## src/hdl/ttc_pkg.sv

```systemverilog
`default_nettype none
package ttc_pkg;

  // Default size of the circular delay store, in samples.
  localparam int DELAY_DEPTH_DEF = 4096;

  // Field widths.
  localparam int SAMPLE_W   = 16;
  localparam int PHASE_W    = 32;
  localparam int STEP_W     = 24;
  localparam int DELAY_W    = 20;
  localparam int MIX_W      = 15;
  localparam int FRAC_W     = 8;
  localparam int CFG_IDX_W  = 3;
  localparam int CFG_DATA_W = 24;

  // Width of the whole sample part of a tap delay (base plus modulation).
  localparam int WHOLE_W = DELAY_W + 1 - FRAC_W;

  // Configuration register indexes.
  localparam logic [CFG_IDX_W-1:0] CFG_PHASE_STEP   = 3'd0;
  localparam logic [CFG_IDX_W-1:0] CFG_FIRST_BASE   = 3'd1;
  localparam logic [CFG_IDX_W-1:0] CFG_SECOND_BASE  = 3'd2;
  localparam logic [CFG_IDX_W-1:0] CFG_FIRST_DEPTH  = 3'd3;
  localparam logic [CFG_IDX_W-1:0] CFG_SECOND_DEPTH = 3'd4;
  localparam logic [CFG_IDX_W-1:0] CFG_WET_MIX      = 3'd5;

  // Register values after reset.
  localparam logic [STEP_W-1:0]  RST_PHASE_STEP   = 24'd58787;
  localparam logic [DELAY_W-1:0] RST_FIRST_BASE   = 20'd122880;
  localparam logic [DELAY_W-1:0] RST_SECOND_BASE  = 20'd208896;
  localparam logic [DELAY_W-1:0] RST_FIRST_DEPTH  = 20'd35328;
  localparam logic [DELAY_W-1:0] RST_SECOND_DEPTH = 20'd26496;
  localparam logic [MIX_W-1:0]   RST_WET_MIX      = 15'd8192;

  // Stage strobes for the tap address pipeline.
  typedef struct packed {
    logic mul_en;
    logic add_en;
    logic mod_en;
    logic adr_en;
  } ttc_tap_ctl_t;

  // Stage strobes for the interpolation and mix datapath.
  typedef struct packed {
    logic cap_new;
    logic tap_en;
    logic tap_sel;
    logic prod_en;
  } ttc_mix_ctl_t;

endpackage
`default_nettype wire

```

## src/hdl/ttc_mix.sv

```systemverilog
`default_nettype none
module ttc_mix (
  input  wire logic                          clk,
  input  wire ttc_pkg::ttc_mix_ctl_t         ctl,
  input  wire logic [ttc_pkg::SAMPLE_W-1:0]  rd_data,
  input  wire logic [ttc_pkg::FRAC_W-1:0]    frac_first,
  input  wire logic [ttc_pkg::FRAC_W-1:0]    frac_second,
  input  wire logic [ttc_pkg::SAMPLE_W-1:0]  dry,
  input  wire logic [ttc_pkg::MIX_W-1:0]     wet_mix,
  output logic      [ttc_pkg::SAMPLE_W-1:0]  result
);
  import ttc_pkg::*;

  logic signed [SAMPLE_W-1:0] newer_r;
  logic signed [SAMPLE_W-1:0] tap1_r;
  logic signed [SAMPLE_W-1:0] tap2_r;
  logic        [FRAC_W-1:0]   frac;
  logic        [FRAC_W:0]     w_new;
  logic signed [25:0]         interp;
  logic signed [SAMPLE_W:0]   tap_sum;
  logic signed [SAMPLE_W-1:0] wet;
  logic        [15:0]         dry_w;
  logic signed [32:0]         pdry_r;
  logic signed [31:0]         pwet_r;
  logic signed [33:0]         mix_sum;
  logic signed [18:0]         mixed;

  // Hold the newer entry until the older one arrives.
  always_ff @(posedge clk) begin
    if (ctl.cap_new) begin
      newer_r <= $signed(rd_data);
    end
  end

  // Linear interpolation between the two entries, floored to whole units.
  always_comb begin
    frac   = ctl.tap_sel ? frac_second : frac_first;
    w_new  = 9'd256 - {1'b0, frac};
    interp = newer_r * $signed({1'b0, w_new})
           + $signed(rd_data) * $signed({2'b00, frac});
  end

  always_ff @(posedge clk) begin
    if (ctl.tap_en) begin
      if (ctl.tap_sel) begin
        tap2_r <= interp[23:8];
      end else begin
        tap1_r <= interp[23:8];
      end
    end
  end

  // Average of the taps and the two weighted products.
  always_comb begin
    tap_sum = {tap1_r[SAMPLE_W-1], tap1_r} + {tap2_r[SAMPLE_W-1], tap2_r};
    wet     = tap_sum[SAMPLE_W:1];
    dry_w   = 16'd32768 - {1'b0, wet_mix};
  end

  always_ff @(posedge clk) begin
    if (ctl.prod_en) begin
      pdry_r <= $signed(dry) * $signed({1'b0, dry_w});
      pwet_r <= wet * $signed({1'b0, wet_mix});
    end
  end

  // Sum, floor by 2^15 and saturate.
  always_comb begin
    mix_sum = {pdry_r[32], pdry_r} + {{2{pwet_r[31]}}, pwet_r};
    mixed   = mix_sum[33:15];
    if (mixed > 19'sd32767) begin
      result = 16'h7fff;
    end else if (mixed < -19'sd32768) begin
      result = 16'h8000;
    end else begin
      result = mixed[SAMPLE_W-1:0];
    end
  end

endmodule
`default_nettype wire
```

## config.mk

```make
export PLATFORM = sky130hd
export DESIGN_NAME = ttc_mix
export DESIGN_NICKNAME = d
export VERILOG_FILES = /design/src/hdl/ttc_pkg.sv /design/src/hdl/ttc_mix.sv
export SDC_FILE = /design/constraint.sdc
export NUM_CORES = 2
export LEC_CHECK = 0
export ABC_AREA = 1
export BUFFER_PORTS_ARGS = -buffer_cell sky130_fd_sc_hd__buf_2
export CORE_UTILIZATION = 50
export CTS_BUF_LIST = sky130_fd_sc_hd__clkbuf_8
export CTS_CLUSTER_DIAMETER = 60
export CTS_CLUSTER_SIZE = 40
export DETAILED_ROUTE_END_ITERATION = 8
export PLACE_DENSITY = 0.65
export SKIP_LAST_GASP = 1
export SLEW_MARGIN = 20
export SYNTH_ARGS = -nofsm -noshare
export SYNTH_HDL_FRONTEND = slang
export SYNTH_SLANG_ARGS = --single-unit
```

## constraint.sdc

```tcl
create_clock -name clk -period 13.5 [get_ports clk]
set_input_delay 2.7 -clock clk [delete_from_list [all_inputs] [get_ports clk]]
set_output_delay 2.7 -clock clk [all_outputs]
set_load 0.005 [all_outputs]
```

* Word-level counts from Yosys, hierarchy flattened *
Index checks and enable logic that the tools add are counted.

word-level totals
  register bits after elaboration = 113
  output and inout port bits = 16

cells by class
  $lt $le $gt $ge = 2
  reduce and logical (&&, ||, !) cells = 2
  bitwise logic cells = 1
  multiplexer cells = 3
  multipliers = 4
  add/subtract/negate cells = 5

operators with widths
  kind                    number
  $add 33x32->34          1
  $mul 16x17->33          1
  $mul 16x16->32          1
  $mux 16                 2
  $add 24x24->24          1
  $mul 16x10->24          1
  $mul 16x9->24           1
  $gt 19x16->1 const B    1
  $lt 19x16->1 const B    1
  $add 16x16->17          1
  $sub 16x15->16 const A  1
  $sub 9x8->9 const A     1
  $mux 8                  1
  $reduce_and 2->1        2
  $not 1->1               1

* Depth between registers and ports, before layout *
  word-level depth = 4
  mapped depth = 38

* Worst setup path after synthesis *
Ideal clock, no wire load.

  kind = input to register
  start = input ctl[1] (netlist bit)
  end = register tap1_r[11] (data pin)
  arrival = 8831 ps
  stages on the path = 33
  buffers on the path = 3
  setup slack = 4405 ps
  cells stage by stage = buf_6 > buf_8 > nand2_1 > nand2_2 > buf_1 > ha_1 > inv_1 > nor2_2 > inv_1 > o21ai_1 > nand2_1 > inv_2 > nand2_1 > fa_1 > fa_1 > inv_1 > fa_1 > inv_1 > fa_1 > fa_1 > inv_1 > fa_1 > ha_1 > nand2_1 > inv_1 > a21oi_1 > a21boi_0 > o21ai_0 > nand2_1 > nand2_1 > nand2_1 > nand2_1 > xor2_1

on the way
  word-level cells in the longest chain between the ends = 4

ends and longest elaborated chain
  what                  line           RTL
  from (decl)           ttc_mix.sv:4   input wire ttc_pkg::ttc_mix_ctl_t ctl,
  $mux 8 (*)            ttc_mix.sv:37  frac = ctl.tap_sel ? frac_second : frac_first;
  $sub 9x8->9           ttc_mix.sv:38  w_new = 9'd256 - {1'b0, frac};
  $mul 16x10->24        ttc_mix.sv:39  interp = newer_r * $signed({1'b0, w_new})
  $add 24x24->24 (*)    ttc_mix.sv:40  + $signed(rd_data) * $signed({2'b00, frac});
  via interp[19]        ttc_mix.sv:19  logic signed [25:0] interp;
  to (signal assigned)  ttc_mix.sv:48  tap1_r <= interp[23:8];
  to (decl)             ttc_mix.sv:15  logic signed [SAMPLE_W-1:0] tap1_r;

The timed path passes the listed nets; every way through them passes the cells marked *.
A chain may end at the register's enable or synchronous reset.

* Worst setup path in the final report *
  start = input wet_mix[0] (netlist bit)
  end = register pdry_r[27] (data pin)

on the way
  word-level cells in the longest chain between the ends = 2

ends and longest elaborated chain
  what                  line           RTL
  from (decl)           ttc_mix.sv:9   input wire logic [ttc_pkg::MIX_W-1:0] wet_mix,
  $sub 16x15->16        ttc_mix.sv:57  dry_w = 16'd32768 - {1'b0, wet_mix};
  $mul 16x17->33        ttc_mix.sv:62  pdry_r <= $signed(dry) * $signed({1'b0, dry_w});
  to (signal assigned)  ttc_mix.sv:62
  to (decl)             ttc_mix.sv:23  logic signed [32:0] pdry_r;

No other way between the ends.

==> summary.txt <==
Clock network
  • # hold bufs at CTS: 0
  • Clock Latency Late Sink: 0.52 ns
  • Worst-path clk slew: 0.08 ns
  • CTS tree: yes
  • Post-cts sizing count: 0
  • Htree depth: 4
  • Clock tree buffer depth: 2
  • Inserted Clock Buffers: 17
  • CTS sink count: 113
  • Setup bufs post-CTS: 0
  • CTS root buffer: clkbuf_8

Setup path
  • CP max FO: 25
  • CP required: 13.77 ns
  • Crit path kind: input port to flop
  • FF-to-FF setup slack: 5.45 ns
  • WP data arrival: 10.17 ns
  • Crit. End Element: flop
  • Startpoint types: input port

Synth
  • Seq/Total Area, Yosys: 9.69%
  • Count of cell types in the netlist: 57
  • Number of flops mapped to enable cells by yosys: 113
  • Primary FF master, synth: edfxtp_1
  • Post-synth top cells: inv_1, nand2_1, fa_1
  • Synthesized area: 0.0350 mm^2
  • Flop and latch count out of synthesis: 113
  • Synth area leader: fa_1
  • Top-count cell post-synth: inv_1
  • Post-synth top area share: 39.3%
  • Cells after Synth: 4293
  • Synth Area per Inst: 8.16 um^2
  • Post-synth ARST share: 0%
  • Post-Syn Nets: 5387
  • Top post-synthesis cells by area: fa_1, ha_1, inv_1
  • Yosys warnings: 0

Placed design
  • Gpl congestion: 0.920
  • DP HPWL: 78300 um
  • # port buffers: 83

Floorplanning
  • Die X-Extent: 267 um
  • Initial Utilization: 50.8%
  • Die area: 0.0711 mm^2
  • Rows: 96
  • Core Area: 0.0689 mm^2
  • I/O pins: 84
  • Die height: 267 um

STA
  • FMAX: 101 MHz
  • Post-route clock period utilization: 73.3%
  • RSZ-0062 raised after global routing: no
  • # setup viols final: 0
  • Final slew viol count: 0
  • Slew of the pin with the lowest slew margin: 1.03 ns
  • Final Hold Violating Endpoints: 0
  • Slew Limit Headroom: 30.9%
  • Setup TNS: 0 ns
  • Worst Skew: 0.0157 ns
  • Post-route minimum period: 9.90 ns

Final layout
  • Layout Utilization: 53.1%
  • Fill count: 6694
  • # nets final: 5407
  • Layout cells sized above 1: 4.69%
  • Area delta synth->final: 4.61%

Worst hold path
  • Worst min path class: flop to flop

Drt
  • Final wirelength: 91300 um
  • DRC: 0
  • Drt wl/cell: 17.4 um
  • DR vias: 27527
  • Initial DRC count: 1940
  • 1st-pass router iterations: 6
  • Vias/cell: 5.24
  • Post-route ant nets: 0

Global route
  • Total gr overflow: 0
  • Initial antenna violation count: 4
  • Global-route wire length before repair: 150000 um
  • Largest net degree at the start of global routing: 66
  • Number of global-route vias before repair: 28780
  • GRT Total Usage: 27.4%

Status
  • Status: finished clean

Flow run
  • Max capacitance violation total: 0
[cell type report]
class | count | area, um^2 | share of cell area (%)
Clock buffer | 17 | 234 | 0.639
Timing Repair Buffer | 89 | 460 | 1.26
Clock inverter | 15 | 156 | 0.427
Inverter | 1073 | 4030 | 11.0
Tap cell | 931 | 1160 | 3.18
Antenna cell | 1 | 2.50 | 0.00683
Multi-Input combinational cell | 3019 | 27200 | 74.2
Sequential cell | 113 | 3390 | 9.26
[critical path, stage by stage]
cell and delay (ns):
buf_2 0.56, inv_2 0.28, ha_1 0.29, nand2_1 0.10, nor2_1 0.09, inv_1 0.09, nand2_1 0.05, nand2_1 0.45
clkinv_1 0.56, nand2_1 0.22, fa_1 0.46, fa_1 0.56, inv_1 0.06, fa_1 0.49, inv_1 0.05, fa_1 0.48
fa_1 0.51, inv_1 0.07, fa_1 0.45, ha_1 0.38, nand2_1 0.12, nor3b_1 0.41, nand4_1 0.15, nand3_1 0.19
a21o_1 0.17, nand2_1 0.08, nand3_1 0.07, nand2_1 0.07
[state kept, by name, indices dropped and copies added, names as in the netlist]
register	cells
newer_r	16
pdry_r	33
pwet_r	32
tap1_r	16
tap2_r	16
[cell usage in the layout, fill, tap and decap left out, types with 15 or more instances in the layout]
master / count
a21o_1: 15
a21oi_1: 137
buf_2: 83
clkbuf_8: 17
edfxtp_1: 113
fa_1: 688
ha_1: 338
inv_1: 1052
nand2_1: 872
nand2_2: 27
nand3_1: 129
nand4_1: 28
nor2_1: 469
nor3_1: 21
o21ai_0: 68
o21bai_1: 20
xnor2_1: 45
xor2_1: 61
[metrics by stage]
step,instance area [um^2],std cells,hold WS [ns],worst slack [ns]
final,36600,5258,1.05,3.60
after global routing,36600,5257,1.15,3.29
after CTS,36600,5257,1.07,3.82
after detailed placement,36200,5225,1.04,3.25
after global placement,36200,5225,1.07,3.22
after floorplan,35000,4293,0.814,4.40
[cells by family (layout without fill, tap and decap cells)]
kind of cell / after synthesis / count (layout) / share of synthesized area (%)
AOI/OAI and AO/OA: 287 / 287 / 4.83
xor gates and xnor gates: 107 / 107 / 2.73
adders and majority gates: 1026 / 1026 / 51.4
buffers and inverters: 1161 / 1194 / 12.7
DFF: 113 / 113 / 9.69
other: 0 / 1 / 0
and+or+nand+nor: 1599 / 1599 / 18.7
[per-layer routing]
metal	wire [um]	GRT usage, %
met5	45	0
met3	5810	3.44
met2	44700	47.2
met4	3810	10.8
met1	37000	34.9
[path summary, 6_finish.rpt]
check | endpoint | cells past startpoint | from
setup / recovery | pdry_r[27] | 28 | wet_mix[0]
hold / removal | tap1_r[15] | 4 | newer_r[15]
setup reg to reg | pwet_r[31] | 28 | tap1_r[1]
hold reg to reg | tap1_r[15] | 4 | newer_r[15]
Power is not shown: default switching activity piles up to over one toggle a cycle in this logic, so the estimate is an artifact.
