**config.mk**
```make
export PLATFORM = sky130hd
export DESIGN_NAME = ttc_tap
export DESIGN_NICKNAME = d
export VERILOG_FILES = /design/src/hdl/ttc_pkg.sv /design/src/hdl/ttc_tap.sv
export SDC_FILE = /design/constraint.sdc
export NUM_CORES = 1
export LEC_CHECK = 0
export ABC_AREA = 1
export BUFFER_PORTS_ARGS = -buffer_cell sky130_fd_sc_hd__buf_2
export CAP_MARGIN = 20
export CORE_MARGIN = 2
export CORE_UTILIZATION = 58
export DETAILED_ROUTE_END_ITERATION = 7
export GPL_TIMING_DRIVEN = 0
export PLACE_DENSITY_LB_ADDON = 0.08
export SLEW_MARGIN = 25
export SYNTH_ARGS = -nofsm -noshare
export SYNTH_HDL_FRONTEND = slang
export SYNTH_SLANG_ARGS = --single-unit
```
**constraint.sdc**
```tcl
create_clock -name clk -period 7.3 [get_ports clk]
set_input_delay 1.46 -clock clk [delete_from_list [all_inputs] [get_ports clk]]
set_output_delay 1.46 -clock clk [all_outputs]
set_load 0.02 [all_outputs]
```
**src/hdl/ttc_pkg.sv**
```systemverilog
`default_nettype none
package ttc_pkg;

  // Default size of the circular delay store, in samples.
  localparam int DELAY_DEPTH_DEF = 4096;

  // Field widths.
  localparam int SAMPLE_W   = 16;
  localparam int PHASE_W    = 32;
  localparam int STEP_W     = 24;
  localparam int DELAY_W    = 20;
  localparam int MIX_W      = 15;
  localparam int FRAC_W     = 8;
  localparam int CFG_IDX_W  = 3;
  localparam int CFG_DATA_W = 24;

  // Width of the whole sample part of a tap delay (base plus modulation).
  localparam int WHOLE_W = DELAY_W + 1 - FRAC_W;

  // Configuration register indexes.
  localparam logic [CFG_IDX_W-1:0] CFG_PHASE_STEP   = 3'd0;
  localparam logic [CFG_IDX_W-1:0] CFG_FIRST_BASE   = 3'd1;
  localparam logic [CFG_IDX_W-1:0] CFG_SECOND_BASE  = 3'd2;
  localparam logic [CFG_IDX_W-1:0] CFG_FIRST_DEPTH  = 3'd3;
  localparam logic [CFG_IDX_W-1:0] CFG_SECOND_DEPTH = 3'd4;
  localparam logic [CFG_IDX_W-1:0] CFG_WET_MIX      = 3'd5;

  // Register values after reset.
  localparam logic [STEP_W-1:0]  RST_PHASE_STEP   = 24'd58787;
  localparam logic [DELAY_W-1:0] RST_FIRST_BASE   = 20'd122880;
  localparam logic [DELAY_W-1:0] RST_SECOND_BASE  = 20'd208896;
  localparam logic [DELAY_W-1:0] RST_FIRST_DEPTH  = 20'd35328;
  localparam logic [DELAY_W-1:0] RST_SECOND_DEPTH = 20'd26496;
  localparam logic [MIX_W-1:0]   RST_WET_MIX      = 15'd8192;

  // Stage strobes for the tap address pipeline.
  typedef struct packed {
    logic mul_en;
    logic add_en;
    logic mod_en;
    logic adr_en;
  } ttc_tap_ctl_t;

  // Stage strobes for the interpolation and mix datapath.
  typedef struct packed {
    logic cap_new;
    logic tap_en;
    logic tap_sel;
    logic prod_en;
  } ttc_mix_ctl_t;

endpackage
`default_nettype wire

```
**src/hdl/ttc_tap.sv**
```systemverilog
`default_nettype none
module ttc_tap #(
  parameter int DEPTH = ttc_pkg::DELAY_DEPTH_DEF
) (
  input  wire logic                          clk,
  input  wire ttc_pkg::ttc_tap_ctl_t         ctl,
  input  wire logic [15:0]                   ramp,
  input  wire logic [ttc_pkg::DELAY_W-1:0]   base,
  input  wire logic [ttc_pkg::DELAY_W-1:0]   depth,
  input  wire logic [$clog2(DEPTH)-1:0]      wpos,
  output logic      [$clog2(DEPTH)-1:0]      addr_new,
  output logic      [$clog2(DEPTH)-1:0]      addr_old,
  output logic      [ttc_pkg::FRAC_W-1:0]    frac
);
  import ttc_pkg::*;

  localparam int AW    = $clog2(DEPTH);
  // Six halving steps bring any whole delay below a store size of 128 or more.
  localparam int NSTEP = 6;
  localparam int RW    = AW + NSTEP;

  logic [14:0]            tri_val;
  logic [15:0]            lfo;
  logic [DELAY_W+15:0]    prod_r;
  logic [DELAY_W:0]       delay_r;
  logic [RW-1:0]          red;
  logic [AW-1:0]          whole_r;
  logic [FRAC_W-1:0]      frac_r;
  logic [AW:0]            diff;
  logic [AW-1:0]          anew;
  logic [AW-1:0]          anew_r;
  logic [AW-1:0]          aold_r;

  // Triangle from the top half of the phase; the result is odd, 1 to 65535.
  always_comb begin
    tri_val = ramp[15] ? ~ramp[14:0] : ramp[14:0];
    lfo     = {tri_val, 1'b1};
  end

  // Depth times LFO, registered before the add.
  always_ff @(posedge clk) begin
    if (ctl.mul_en) begin
      prod_r <= depth * lfo;
    end
  end

  // Q8 delay of this tap.
  always_ff @(posedge clk) begin
    if (ctl.add_en) begin
      delay_r <= {1'b0, base} + {1'b0, prod_r[DELAY_W+15:16]};
    end
  end

  // Whole samples modulo the store size by restoring subtraction.
  always_comb begin
    red = RW'(delay_r[DELAY_W:FRAC_W]);
    for (int k = NSTEP - 1; k >= 0; k--) begin
      if (red >= (RW'(DEPTH) << k)) begin
        red = red - (RW'(DEPTH) << k);
      end
    end
  end

  always_ff @(posedge clk) begin
    if (ctl.mod_en) begin
      whole_r <= red[AW-1:0];
      frac_r  <= delay_r[FRAC_W-1:0];
    end
  end

  // Newer and older entry addresses behind the write position.
  always_comb begin
    if (wpos >= whole_r) begin
      diff = {1'b0, wpos} - {1'b0, whole_r};
    end else begin
      diff = {1'b0, wpos} + (AW+1)'(DEPTH) - {1'b0, whole_r};
    end
    anew = diff[AW-1:0];
  end

  always_ff @(posedge clk) begin
    if (ctl.adr_en) begin
      anew_r <= anew;
      aold_r <= (anew == '0) ? AW'(DEPTH - 1) : anew - 1'b1;
    end
  end

  assign addr_new = anew_r;
  assign addr_old = aold_r;
  assign frac     = frac_r;

endmodule
`default_nettype wire

```
# After elaboration in Yosys (flattened, before gate mapping)
# Cells that the tools add are included.
# totals
reg_bits	101
inputBits	73
out_inout_bits	32
elab_cells	20
# op_classes
add_sub_neg	6
n_mul	1
n_lt_le_gt_ge	2
mux	3
n_bitwise	1
reduce_logical	1
# ops
cell	n
$mul A20 B16 Y36	1
$mux W12	2
$sub A12 B1 Y12 const B	2
$sub A12 B12 Y12	2
$add A20 B20 Y21	1
$mux W15	1
$not A15 Y15	1
$ge A13 B13 Y1 const B	1
$add A12 B1 Y12 const B	1
$ge A12 B12 Y1	1
$logic_not A12 Y1	1

# Logic depth before layout (Yosys ltp)
# depth
ltp_word	4
ltp_mapped	30
depth_no_buf	28

# Least setup slack after synthesis
# No wires, ideal clock.
# synth_timing
kind	in2reg
from	input port ramp[15]
to	register prod_r[29] (data pin)
setup_ps	252
t_arrival_ps	6777
required_ps	7048
setup_slack_ps	271
stages	25
n_path_buf	3
cell_sequence	buf_2 -> buf_2 -> or2_2 -> nand2_1 -> buf_2 -> nor2_1 -> fa_1 -> inv_1 -> fa_1 -> inv_1 -> fa_1 -> fa_1 -> fa_1 -> inv_1 -> fa_1 -> inv_1 -> ha_1 -> a21oi_1 -> inv_1 -> a31oi_1 -> nand2_1 -> a211oi_1 -> nand2_1 -> nand2_1 -> nand2_1
# synth_via
elab_chain_cells	2
# synth_lines
element	line	text
start, declared	ttc_tap.sv:7	input wire logic [15:0] ramp,
$mux W15	ttc_tap.sv:36	tri_val = ramp[15] ? ~ramp[14:0] : ramp[14:0];
$mul A20 B16 Y36	ttc_tap.sv:43	prod_r <= depth * lfo;
end signal, assigned	ttc_tap.sv:43	
end, declared	ttc_tap.sv:24	logic [DELAY_W+15:0] prod_r;
# Every way passes these cells.
# A chain may end at the register's enable or synchronous reset.

# Final worst setup path
# layout_timing
from	input port ramp[15]
to	register prod_r[28] (data pin)
# Same word-level chain as after synthesis.

==> results.toml <==
[final_layout]
final.fill_count = 2199
design.final.nets = 2393
multi_input_area_um2 = 11000
area_growth_syn_to_layout_pct = 12.7
drive_above_1_share_pct = 13.6
layoutNonFillerInstCount = 2269
sequential_cell_area_um2 = 2520

[logic_synthesis]
synth_flop_cell = "sky130_fd_sc_hd__edfxtp_1"
ys_seq_area_share_pct = 16.9
synth_fp_nets = 2264
ys_types = 39
ranking_of_synthesized_cells_by_instance_count = "sky130_fd_sc_hd__inv_1 (408), sky130_fd_sc_hd__nand2_1 (387), sky130_fd_sc_hd__fa_1 (251)"
yosys_warnings = 0
post-synth-top-count-cell = "sky130_fd_sc_hd__inv_1"
post_synth_main_area_contributors = "sky130_fd_sc_hd__fa_1 (34%), sky130_fd_sc_hd__edfxtp_1 (17%), sky130_fd_sc_hd__ha_1 (11%), sky130_fd_sc_hd__inv_1 (10%), sky130_fd_sc_hd__nand2_1 (9.7%)"
synth_top_cell_area_share_pct = 33.6
synth-edff-count = 84
async_s_r_ff_share_synth_pct = 0
postSynthAreaPerCell_um2 = 8.28
synthDominantAreaCellType = "sky130_fd_sc_hd__fa_1"
synth.ff_latch_count = 84
synth_area_um2 = 14900
postSynthCellCount = 1804

[run]
drv_cap = 0

[clocking]
cts.path.max_buffers = 2
cts_tree = "built"
clk_pin_slew_ps = 70
clk-insertion-delay-late_ps = 340
htree_num_levels = 3
cts_root_buf = "sky130_fd_sc_hd__clkbuf_16"
cts_inserted_buffers = 9
tritoncts_num_sinks = 84

[sta]
final_report_setup_violation_count = 0
time_the_final_worst_path_needs_with_i_o_delays_and_setup_ps = 7180
clock.fmax_mhz = 139
tightest_pin_transition_ps = 791
fin_worst_skew_ps = 5.49
count_of_final_max_slew_check_failures = 0
finalHoldViolations = 0
final_min_period_over_clock_period_pct = 98.4
grt_setup_unrepaired = "yes"
slew_headroom_pct = 47.3

[grt]
grt-ovfl-total = 0
grt_max_degree = 25
initial_antenna_violation_count = 0
grt_util_all_layers_pct = 31.7
grt_use_met2_pct = 51.3
grt_use_met3_pct = 7.41
grt_use_met1_pct = 42.1
vias_in_the_first_global_route = 12621
top_usage_layer = "met2"
grt_first_pass_wirelength_um = 64400

[critical_path]
cp-endpoint = "prod_r[28]$_DFFE_PP_"
data_arrival_time_at_the_worst_slack_endpoint_ps = 7260
reg2reg_to = "delay_r[16]$_DFFE_PP_"
worstReg2RegStart = "prod_r[16]$_DFFE_PP_"
crit_path_end_kind = "register"
reg2reg_slack_ps = 4790
timing.critical_path.fanout_max = 10
source_of_the_critical_timing_path = "ramp[15]"
reg2regPathDepth = 9
worst_setup_path_start_kind = "primary input"
timing_worst_setup_path_type = "primary input to register"
critical_path_required_ps = 7380

[run_status]
status = "complete, no violations"

[route]
detail_route.drc_violations = 0
routedWlPerCell_um = 17.8
via_count = 12260
totalWireLength_um = 40400
number_of_drc_markers_after_the_initial_detailed_route_iteration = 1116
first_pass_iters = 7
final_antenna_net_count = 0
viasPerCell = 5.40

[die]
die_area_um2 = 27100
placement_rows = 58
initial_utilization_pct = 59.2
io_pins = 105
dieWidth_um = 165
core-area_um2 = 25300
chipHeight_um = 165

[placement]
numPlacedInstances = 2230
place_congestion = 0.977
port_buffers = 96
place.detailed.hpwl_um = 33500

[hold_path]
hold_class = "register to register"
-- registers in the layout, indices dropped and copies added (netlist names) --
| register | cells |
|---|---|
| whole_r | 12 |
| addr_new | 12 |
| delay_r | 20 |
| addr_old | 12 |
| frac | 8 |
| prod_r | 20 |
-- critical path, cell delays in order --
cell and delay [ps]:
sky130_fd_sc_hd__buf_2 110, sky130_fd_sc_hd__clkbuf_4 170, sky130_fd_sc_hd__buf_4 180, sky130_fd_sc_hd__or2_2 350
sky130_fd_sc_hd__nand2_8 140, sky130_fd_sc_hd__nor2_1 70, sky130_fd_sc_hd__fa_1 520, sky130_fd_sc_hd__inv_1 50
sky130_fd_sc_hd__fa_1 470, sky130_fd_sc_hd__inv_1 60, sky130_fd_sc_hd__fa_1 520, sky130_fd_sc_hd__inv_1 60
sky130_fd_sc_hd__fa_1 540, sky130_fd_sc_hd__inv_1 50, sky130_fd_sc_hd__fa_1 480, sky130_fd_sc_hd__inv_1 50
sky130_fd_sc_hd__fa_1 530, sky130_fd_sc_hd__inv_1 90, sky130_fd_sc_hd__ha_4 290, sky130_fd_sc_hd__nand2_2 90
sky130_fd_sc_hd__nor2_4 120, sky130_fd_sc_hd__nand4_1 150, sky130_fd_sc_hd__o21ai_4 240, sky130_fd_sc_hd__buf_4 150
sky130_fd_sc_hd__nand3_1 80, sky130_fd_sc_hd__nand2_2 130, sky130_fd_sc_hd__xor2_2 80
-- area by class of cell --
cell class	count	share of cell area [%]
inverter	422	9.58
timing repair buffer	118	3.91
clock inverter	6	0.572
antenna	1	0.0149
clock buffer	10	1.36
buffer	36	1.72
tap	330	2.45
multi-input combinational	1262	65.4
sequential	84	15.0
-- cells in the final DEF (no fill, tap or decap), types with 5 or more instances in the layout --
master / instances
sky130_fd_sc_hd__inv_2: 8
sky130_fd_sc_hd__clkbuf_1: 17
sky130_fd_sc_hd__o21bai_1: 6
sky130_fd_sc_hd__a21oi_2: 8
sky130_fd_sc_hd__nand4_1: 11
sky130_fd_sc_hd__xnor2_1: 10
sky130_fd_sc_hd__nand3b_1: 5
sky130_fd_sc_hd__edfxtp_1: 84
sky130_fd_sc_hd__nand2_4: 11
sky130_fd_sc_hd__nor2_1: 208
sky130_fd_sc_hd__fa_1: 251
sky130_fd_sc_hd__buf_6: 5
sky130_fd_sc_hd__nand3_1: 40
sky130_fd_sc_hd__buf_2: 98
sky130_fd_sc_hd__buf_4: 23
sky130_fd_sc_hd__clkbuf_16: 9
sky130_fd_sc_hd__nand2_1: 362
sky130_fd_sc_hd__nor2_2: 7
sky130_fd_sc_hd__o21ai_0: 24
sky130_fd_sc_hd__inv_4: 5
sky130_fd_sc_hd__a21o_1: 8
sky130_fd_sc_hd__a21oi_1: 54
sky130_fd_sc_hd__nor3_1: 15
sky130_fd_sc_hd__xor2_1: 25
sky130_fd_sc_hd__nand2_2: 25
sky130_fd_sc_hd__o21ai_1: 9
sky130_fd_sc_hd__inv_1: 400
sky130_fd_sc_hd__ha_1: 130
sky130_fd_sc_hd__clkinv_1: 5
sky130_fd_sc_hd__or2_2: 14
-- metrics by stage --
step           hold WS (ps)  worst slack [ps]  util, %  cell area, µm²  setup TNS, ps
3_3_place_gp            402             -1060     62.7           15800         -16420
6_report                415               120     66.7           16800              0
4_1_cts                 417              1.71     64.8           16400              0
3_5_place_dp            405             -1170     62.7           15800         -17880
5_1_grt                 420             -79.1     66.7           16800           -315
2_1_floorplan           400               271        -           14900              0
-- worst min path at each step --
stage | startpoint | endpoint | slack (ps) | depth (start not counted)
finish | delay_r[18]$_DFFE_PP_ | whole_r[10]$_DFFE_PP_ | 410 | 0
global route | delay_r[0]$_DFFE_PP_ | frac[0]$_DFFE_PP_ | 420 | 0
CTS | delay_r[0]$_DFFE_PP_ | frac[0]$_DFFE_PP_ | 420 | 0
detailed placement | delay_r[0]$_DFFE_PP_ | frac[0]$_DFFE_PP_ | 400 | 0
global placement | delay_r[4]$_DFFE_PP_ | frac[4]$_DFFE_PP_ | 400 | 0
floorplan | delay_r[0]$_DFFE_PP_ | frac[0]$_DFFE_PP_ | 400 | 0
-- layer usage --
layer / vias to the layer above / share of wire, %
met2: 520 / 46
li1: 5703 / -
met1: 5937 / 41
met3: 100 / 9.2
met5: - / 0
met4: 0 / 3.9
-- timing repair --
action | in CTS | in global routing
setup buffers | 2 | 20
pin swaps | 2 | 24
gates resized for setup | 61 | 90
hold buffers | 0 | 0
endpoints found under the setup margin | 20 | 20
-- cells by family after synthesis --
logic type	share of synthesized area (%)
XOR/XNOR	2.39
AO/OA/AOI/OAI	4.62
AND/OR/NAND/NOR	19.5
buffers and inverters	11.6
adder cells (fa/ha/maj)	45.0
flip-flops	16.9
Power is not shown: default switching activity piles up to over one toggle a cycle in this logic, so the estimate is an artifact.
